### config.mk
export PLATFORM = sky130hd
export DESIGN_NAME = markup_byte_tokenizer
export DESIGN_NICKNAME = d
export VERILOG_FILES = /design/src/mbt_pkg.sv /design/src/markup_byte_tokenizer.sv
export SDC_FILE = /design/constraint.sdc
export NUM_CORES = 1
export LEC_CHECK = 0
export BUFFER_PORTS_ARGS = -buffer_cell sky130_fd_sc_hd__buf_2
export CORE_ASPECT_RATIO = 0.75
export CORE_MARGIN = 2
export CORE_UTILIZATION = 52
export CTS_CLUSTER_SIZE = 24
export DETAILED_ROUTE_END_ITERATION = 10
export GPL_ROUTABILITY_DRIVEN = 0
export GPL_TIMING_DRIVEN = 0
export HOLD_SLACK_MARGIN = 0.12
export PLACE_DENSITY = 0.73
export REMOVE_ABC_BUFFERS = 1
export SYNTH_ARGS = -nofsm -noshare
export SYNTH_HDL_FRONTEND = slang
export SYNTH_SLANG_ARGS = --single-unit
### constraint.sdc
create_clock -name clk -period 2.3 [get_ports clk]
set_input_delay 0.115 -clock clk [delete_from_list [all_inputs] [get_ports clk]]
set_output_delay 0.115 -clock clk [all_outputs]
set_load 0.05 [all_outputs]
### src/mbt_pkg.sv
// ----------------------------------------------------------------------------
// mbt_pkg: shared types and lexer tables for the markup byte tokenizer
// Payload structs, lexer state and character class codes, and the
// transition function of the eleven-state lexer.
// ----------------------------------------------------------------------------
package mbt_pkg;

  localparam int unsigned POSITION_WIDTH_DEF = 16;
  localparam int unsigned POS_OUT_W          = 16;

  localparam logic [7:0] CHAR_LT    = 8'h3C;  // '<'
  localparam logic [7:0] CHAR_GT    = 8'h3E;  // '>'
  localparam logic [7:0] CHAR_BANG  = 8'h21;  // '!'
  localparam logic [7:0] CHAR_SLASH = 8'h2F;  // '/'
  localparam logic [7:0] CHAR_DASH  = 8'h2D;  // '-'
  localparam logic [7:0] CHAR_NL    = 8'h0A;  // newline

  typedef enum logic [1:0] {
    ROLE_NONE    = 2'd0,
    ROLE_TEXT    = 2'd1,
    ROLE_TAG     = 2'd2,
    ROLE_COMMENT = 2'd3
  } role_t;

  typedef enum logic [3:0] {
    ST_TEXT      = 4'd0,
    ST_LT        = 4'd1,   // after '<'
    ST_TAG       = 4'd2,   // tag name
    ST_SLASH     = 4'd3,   // after "</"
    ST_TEND      = 4'd4,   // token end
    ST_BANG      = 4'd5,   // after "<!"
    ST_DASH2     = 4'd6,   // dash seen inside comment
    ST_CEND      = 4'd7,   // "--" seen, waiting for '>'
    ST_DASH1     = 4'd8,   // "<!-" seen
    ST_COMMENT   = 4'd9,   // comment body
    ST_TAG_OPEN  = 4'd10   // first tag name byte after '<'
  } lex_state_t;

  typedef enum logic [2:0] {
    CLS_OTHER = 3'd0,
    CLS_BANG  = 3'd1,
    CLS_SLASH = 3'd2,
    CLS_GT    = 3'd3,
    CLS_LT    = 3'd4,
    CLS_DASH  = 3'd5
  } char_cls_t;

  typedef struct packed {
    logic [7:0] byte_in;
    logic       last;
  } in_t;

  typedef struct packed {
    logic [7:0]           byte_out;
    logic [1:0]           role;
    logic                 token_end;
    logic                 closing_tag;
    logic [POS_OUT_W-1:0] line_number;
    logic [POS_OUT_W-1:0] column_number;
  } out_t;

  // Per-state character class: each state only looks at a few characters.
  function automatic char_cls_t char_class(lex_state_t st, logic [7:0] c);
    char_cls_t cls;
    cls = CLS_OTHER;
    unique case (st)
      ST_LT: begin
        if (c == CHAR_BANG) cls = CLS_BANG;
        else if (c == CHAR_SLASH) cls = CLS_SLASH;
      end
      ST_TAG, ST_TAG_OPEN: begin
        if (c == CHAR_GT) cls = CLS_GT;
        else if (c == CHAR_LT) cls = CLS_LT;
      end
      ST_SLASH, ST_TEND: cls = CLS_OTHER;
      ST_BANG, ST_DASH2, ST_DASH1, ST_COMMENT: begin
        if (c == CHAR_DASH) cls = CLS_DASH;
      end
      ST_CEND: begin
        if (c == CHAR_GT) cls = CLS_GT;
      end
      default: begin
        if (c == CHAR_LT) cls = CLS_LT;
      end
    endcase
    return cls;
  endfunction

  // Transition table; unlisted pairs fall back to text.
  function automatic lex_state_t next_lex(char_cls_t cls, lex_state_t st);
    lex_state_t nxt;
    nxt = ST_TEXT;
    unique case (st)
      ST_TEXT:     if (cls == CLS_LT) nxt = ST_LT;
      ST_LT: begin
        case (cls)
          CLS_OTHER: nxt = ST_TAG_OPEN;
          CLS_BANG:  nxt = ST_BANG;
          CLS_SLASH: nxt = ST_SLASH;
          default:   nxt = ST_TEXT;
        endcase
      end
      ST_TAG, ST_TAG_OPEN: begin
        case (cls)
          CLS_OTHER: nxt = ST_TAG;
          CLS_GT:    nxt = ST_TEND;
          CLS_LT:    nxt = ST_LT;
          default:   nxt = ST_TEXT;
        endcase
      end
      ST_SLASH:    if (cls == CLS_OTHER) nxt = ST_TAG;
      ST_TEND:     nxt = ST_TEXT;
      ST_BANG: begin
        if (cls == CLS_OTHER) nxt = ST_TAG;
        else if (cls == CLS_DASH) nxt = ST_DASH1;
      end
      ST_DASH2: begin
        if (cls == CLS_OTHER) nxt = ST_COMMENT;
        else if (cls == CLS_DASH) nxt = ST_CEND;
      end
      ST_CEND: begin
        if (cls == CLS_OTHER) nxt = ST_COMMENT;
        else if (cls == CLS_GT) nxt = ST_TEND;
      end
      ST_DASH1: begin
        if (cls == CLS_OTHER) nxt = ST_TAG;
        else if (cls == CLS_DASH) nxt = ST_COMMENT;
      end
      ST_COMMENT: begin
        if (cls == CLS_OTHER) nxt = ST_COMMENT;
        else if (cls == CLS_DASH) nxt = ST_DASH2;
      end
      default:     nxt = ST_TEXT;
    endcase
    return nxt;
  endfunction

endpackage

### src/markup_byte_tokenizer.sv
// ----------------------------------------------------------------------------
// markup_byte_tokenizer: one-byte-per-clock markup lexer
// Classifies each byte of a filtered markup stream, marks token ends and
// tracks saturating line and column positions.
// ----------------------------------------------------------------------------
// Usage:
//   Input channel in_valid/in_ready/in_data carries one byte and a last flag
//   per request. Output channel out_valid/out_ready/out_data returns exactly
//   one result per request: the byte echoed, its role, token end, closing
//   tag flag and the line/column position after that byte.
//   The result is registered: a request accepted at one edge shows on out_data
//   from the next cycle. While the receiver keeps up, one byte is taken per
//   clock; the lexer state, close flag and position counters update in the
//   same cycle the byte is accepted, so the next byte is taken right away.
//   The result register is the only buffer: when the receiver stalls, the
//   result holds and in_ready drops until it is taken (in_ready follows
//   out_ready combinationally while a result is pending).
//   A request with last set forces a token end and returns all lexer state
//   and counters to their reset values for the next stream.
//   Reset (rst_n low, synchronous) clears the lexer to the text state,
//   zeroes the counters and empties the result register.
// ----------------------------------------------------------------------------
module markup_byte_tokenizer
  import mbt_pkg::*;
#(
  parameter int unsigned POSITION_WIDTH = POSITION_WIDTH_DEF
) (
  input  logic clk,
  input  logic rst_n,
  input  logic in_valid,
  output logic in_ready,
  input  in_t  in_data,
  output logic out_valid,
  input  logic out_ready,
  output out_t out_data
);

  localparam logic [POSITION_WIDTH-1:0] POS_MAX = {POSITION_WIDTH{1'b1}};
  localparam logic [POSITION_WIDTH-1:0] POS_ONE = POSITION_WIDTH'(1);

  lex_state_t                lex_r, lex_nxt;
  lex_state_t                lex_raw;   // table result before token end folds to text
  logic                      close_r, close_nxt;
  logic                      cact_r, cact_nxt;
  logic [POSITION_WIDTH-1:0] line_r, line_nxt;
  logic [POSITION_WIDTH-1:0] col_r, col_nxt;
  logic                      out_valid_r;
  out_t                      out_r, out_nxt;
  logic [POS_OUT_W-1:0]      line_out, col_out;
  logic                      in_fire;
  logic                      is_nl;

  assign in_fire   = in_valid && in_ready;
  assign in_ready  = !out_valid_r || out_ready;
  assign out_valid = out_valid_r;
  assign out_data  = out_r;
  assign is_nl     = (in_data.byte_in == CHAR_NL);

  // Next state: lexer, flags and counters.
  always_comb begin
    lex_raw   = next_lex(char_class(lex_r, in_data.byte_in), lex_r);
    lex_nxt   = (lex_raw == ST_TEND) ? ST_TEXT : lex_raw;
    close_nxt = close_r;
    if (lex_r == ST_SLASH) close_nxt = 1'b1;
    if (lex_r == ST_TAG_OPEN) close_nxt = 1'b0;
    cact_nxt = cact_r;
    if (lex_r == ST_COMMENT) cact_nxt = (lex_raw == ST_COMMENT);
    line_nxt = line_r;
    col_nxt  = col_r;
    if (is_nl) begin
      if (line_r != POS_MAX) line_nxt = line_r + POS_ONE;
      col_nxt = '0;
    end else if (col_r != POS_MAX) begin
      col_nxt = col_r + POS_ONE;
    end
  end

  generate
    if (POSITION_WIDTH >= POS_OUT_W) begin : g_pos_trunc
      assign line_out = line_nxt[POS_OUT_W-1:0];
      assign col_out  = col_nxt[POS_OUT_W-1:0];
    end else begin : g_pos_ext
      assign line_out = {{(POS_OUT_W-POSITION_WIDTH){1'b0}}, line_nxt};
      assign col_out  = {{(POS_OUT_W-POSITION_WIDTH){1'b0}}, col_nxt};
    end
  endgenerate

  // Outputs: result fields for the byte being accepted.
  always_comb begin
    out_nxt.byte_out      = in_data.byte_in;
    out_nxt.line_number   = line_out;
    out_nxt.column_number = col_out;
    if (lex_raw == ST_TAG || lex_raw == ST_TAG_OPEN) out_nxt.role = ROLE_TAG;
    else if (lex_raw == ST_TEXT && lex_r == ST_TEXT) out_nxt.role = ROLE_TEXT;
    else if (cact_nxt) out_nxt.role = ROLE_COMMENT;
    else out_nxt.role = ROLE_NONE;
    if (lex_raw == ST_TEND || in_data.last) begin
      out_nxt.token_end   = 1'b1;
      out_nxt.closing_tag = close_nxt;
    end else begin
      out_nxt.token_end   = 1'b0;
      out_nxt.closing_tag = 1'b0;
    end
  end

  always_ff @(posedge clk) begin
    if (!rst_n) begin
      lex_r       <= ST_TEXT;
      close_r     <= 1'b0;
      cact_r      <= 1'b0;
      line_r      <= '0;
      col_r       <= '0;
      out_valid_r <= 1'b0;
    end else begin
      if (in_fire) begin
        if (in_data.last) begin
          // drop all stream state so the next byte starts fresh
          lex_r   <= ST_TEXT;
          close_r <= 1'b0;
          cact_r  <= 1'b0;
          line_r  <= '0;
          col_r   <= '0;
        end else begin
          lex_r   <= lex_nxt;
          close_r <= close_nxt;
          cact_r  <= cact_nxt;
          line_r  <= line_nxt;
          col_r   <= col_nxt;
        end
        out_valid_r <= 1'b1;
      end else if (out_ready) begin
        out_valid_r <= 1'b0;
      end
    end
  end

  always_ff @(posedge clk) begin
    if (in_fire) out_r <= out_nxt;
  end

  a_ctag_needs_tend: assert property (@(posedge clk) disable iff (!rst_n)
    out_valid_r && !out_r.token_end |-> !out_r.closing_tag)
    else $error("closing_tag set without token_end");

  a_last_clears: assert property (@(posedge clk) disable iff (!rst_n)
    in_fire && in_data.last |=> lex_r == ST_TEXT && line_r == '0 && col_r == '0
                                 && !close_r && !cact_r)
    else $error("stream state not cleared after last byte");

  a_fire_gives_result: assert property (@(posedge clk) disable iff (!rst_n)
    in_fire |=> out_valid_r)
    else $error("accepted byte produced no result");

  a_newline_col: assert property (@(posedge clk) disable iff (!rst_n)
    in_fire && is_nl |=> col_r == '0)
    else $error("column not cleared after newline");

  a_no_tend_state: assert property (@(posedge clk) disable iff (!rst_n)
    lex_r != ST_TEND)
    else $error("token end state held in lexer register");

endmodule

==> run metrics <==
outcome finished, final reports clean; clk sinks 83; Die ar. 9220 sq um; initial antenna violation count 0; Yosys warnings 0; Initial Utilization 52.7%; cell area after synthesis 4400 sq um; critical path's top delay family simple AND/OR/NAND/NOR gates; via count 3887; actual slew at the worst max-slew pin 0.820 ns; setup ws final 0.0706 ns; maximum fanout along the worst path 6; Post-synth EDFFs 44; final hold slack 0.203 ns; crit path capture type flop; Setup CP Type flop to flop; post-route cell area 5260 sq um; detailed router's first-iteration violation count 309; Die Y 83.7 um; max-slew violations 0; pin count of the biggest net entering global routing 54; Final Hold Viols 0; Avg Cell Area, Syn 9.76 sq um; post-synthesis async set-or-reset flop share 0%; row count 29; first-pass GRT wire length 17700 um; vias in the first global route 3627; top_reg_cell synth edfxtp_1; #FFs+latches synth 83; final setup violation count 0; fmax 0.449 GHz; WL per Instance 17.2 um; port bufs 58; Max Root-Sink Buffers 2; post-route ant nets 0; Fin Clk Skew 0.00603 ns; dpl cell area 4730 sq um; synth unique cells 71; CORE AREA 8350 sq um; required time of the critical path 2.36 ns; fin cells 627; buffer type at the clock tree root clkbuf_16; Die X 110 um; Peak VDD IR 0.000364 V; final net count 529; worst path arrival time 2.29 ns; Filler cells 718; TritonCTS buffer count 9; register area share after synthesis 47.8%; Slew headroom 45.3%; critical path launch point col_r[0]; layout cell share with drive strength beyond 1 22.2%; Critical-path top delay cell or4_4; WL final 10800 um; worst path cell trace ha_1 -> nand2_1 -> or4_4 -> o21ai_2 -> xor2_1 -> nor2_1; Antenna diodes 0; Hold Path Origin out_ready; critical path launch point type flop; Area growth syn-to-layout 19.5%; worst r2r src col_r[0]; Skew-Pair Late Insertion Delay 0.34 ns; DRC viols 0; total of max-cap violations 0; hpwl dp 6870 um; H-tree depth 3; min Tclk post-route 2.23 ns; Tcrit/Tclk final 96.9%; reg2reg setup slack 0.07 ns; max incr delay on CP 0.60 ns; I/O pin cnt 59; CTS tree yes; Buf/Inv on CP 0; TritonRoute pass-1 iters 5; worst slack at placement -0.734 ns; static leakage 0.00189 uW; placed insts 592; worst hold path class input port to flop; pwr/cell area 637 nW/um^2; Syn Inst Count 451; CTS clk-pin slew, worst paths 0.06 ns; GR Overflow Total 0; Vias/cell 6.20; gr usage total 24.2%
where the power goes:
group	switching [uW]	leakage [uW]	internal, uW	total (uW)
clock	577	0.000136	838	1420
sequential	10.6	0.000749	1600	1610
combinational	252	0.00101	72.6	325
sequential cells by signal, indices dropped and copies added, names as in the netlist:
signal     flops
out_data      44
line_r        16
col_r         16
close_r        1
lex_r          4
cact_r         1
out_valid      1
synthesized netlist by cell type (6+ instances only):
cell type / n / area share (%)
edfxtp_1: 44 / 30
dfxtp_1: 39 / 18
nand2_1: 39 / 3.3
nor2_1: 34 / 2.9
a21oi_1: 23 / 2.6
clkbuf_1: 19 / 1.6
nand3_1: 19 / 2.2
a31oi_1: 16 / 2.3
o21ai_0: 16 / 1.8
xnor2_1: 14 / 2.8
inv_1: 11 / 0.94
or3_1: 10 / 1.4
nand2b_1: 9 / 1.3
nor3_1: 8 / 0.91
xor2_1: 8 / 1.6
nand4_1: 7 / 1.0
o211ai_1: 7 / 1.2
or4_1: 7 / 1.2
a21o_1: 6 / 1.0
stage by stage:
stage | setup TNS [ns] | utilization, % | total power (uW)
4_1_cts | 0 | 62.0 | 3350
3_3_place_gp | -8.28 | 56.6 | 1940
2_1_floorplan | -16.17 | - | 1860
6_report | 0 | 63.0 | 3350
5_1_grt | -0.0344 | 63.0 | 3470
3_5_place_dp | -14.16 | 56.6 | 1950
worst min-delay path, stage by stage:
cell	delay, ns
buf_2	0.07
nand2b_1	0.21
a21oi_1	0.09
path summary, 6_finish.rpt:
| check | endpoint | cells past startpoint |
|---|---|---|
| hold / removal | out_valid | 3 |
| setup reg to reg | out_data[3] | 6 |
| hold reg to reg | col_r[12] | 2 |
| setup / recovery | out_data[3] | 6 |
cells by family (layout without fill, tap and decap cells):
group	Yosys count	after routing	synth area share [%]
multiplexers	8	8	1.93
XOR/XNOR	22	22	4.38
buffers and inverters	38	106	3.38
AO/OA/AOI/OAI	115	115	17.9
adder cells (fa/ha/maj)	2	2	0.569
flip-flops	83	83	47.8
AND/OR/NAND/NOR	183	183	24.1
final cells by class:
type	count	area, sq um	area share (%)
clock buffer	11	233	4.42
clock inverter	5	55.1	1.05
inverter	13	75.1	1.43
multi-input combinational	330	2200	41.8
sequential	83	2110	40.0
tap	108	135	2.57
timing repair buffer	77	458	8.71
layer usage:
layer / share of wire [%] / GRT usage, %
met1: 45 / 35.4
met2: 46 / 35.9
met3: 8.1 / 5.93
met4: 1.4 / 6.59
met5: 0 / 0
cells in the final DEF, fill, tap and decap left out, types with 11 or more instances in the layout:
master and instances:
a21oi_1 23, nand2_1 37, dfxtp_1 36, o21ai_0 15
nand3_1 19, nor2_1 32, inv_1 11, buf_2 58
edfxtp_1 44, xnor2_1 14, a31oi_1 16
repair_timing:
item,in CTS,in global routing
hold endpoints to repair,10,0
resized for setup,11,10
buffers inserted,1,8
hold buffers,10,0
pin swaps,1,3
setup endpoints to repair,67,21
(Power assumes the default switching activity.)
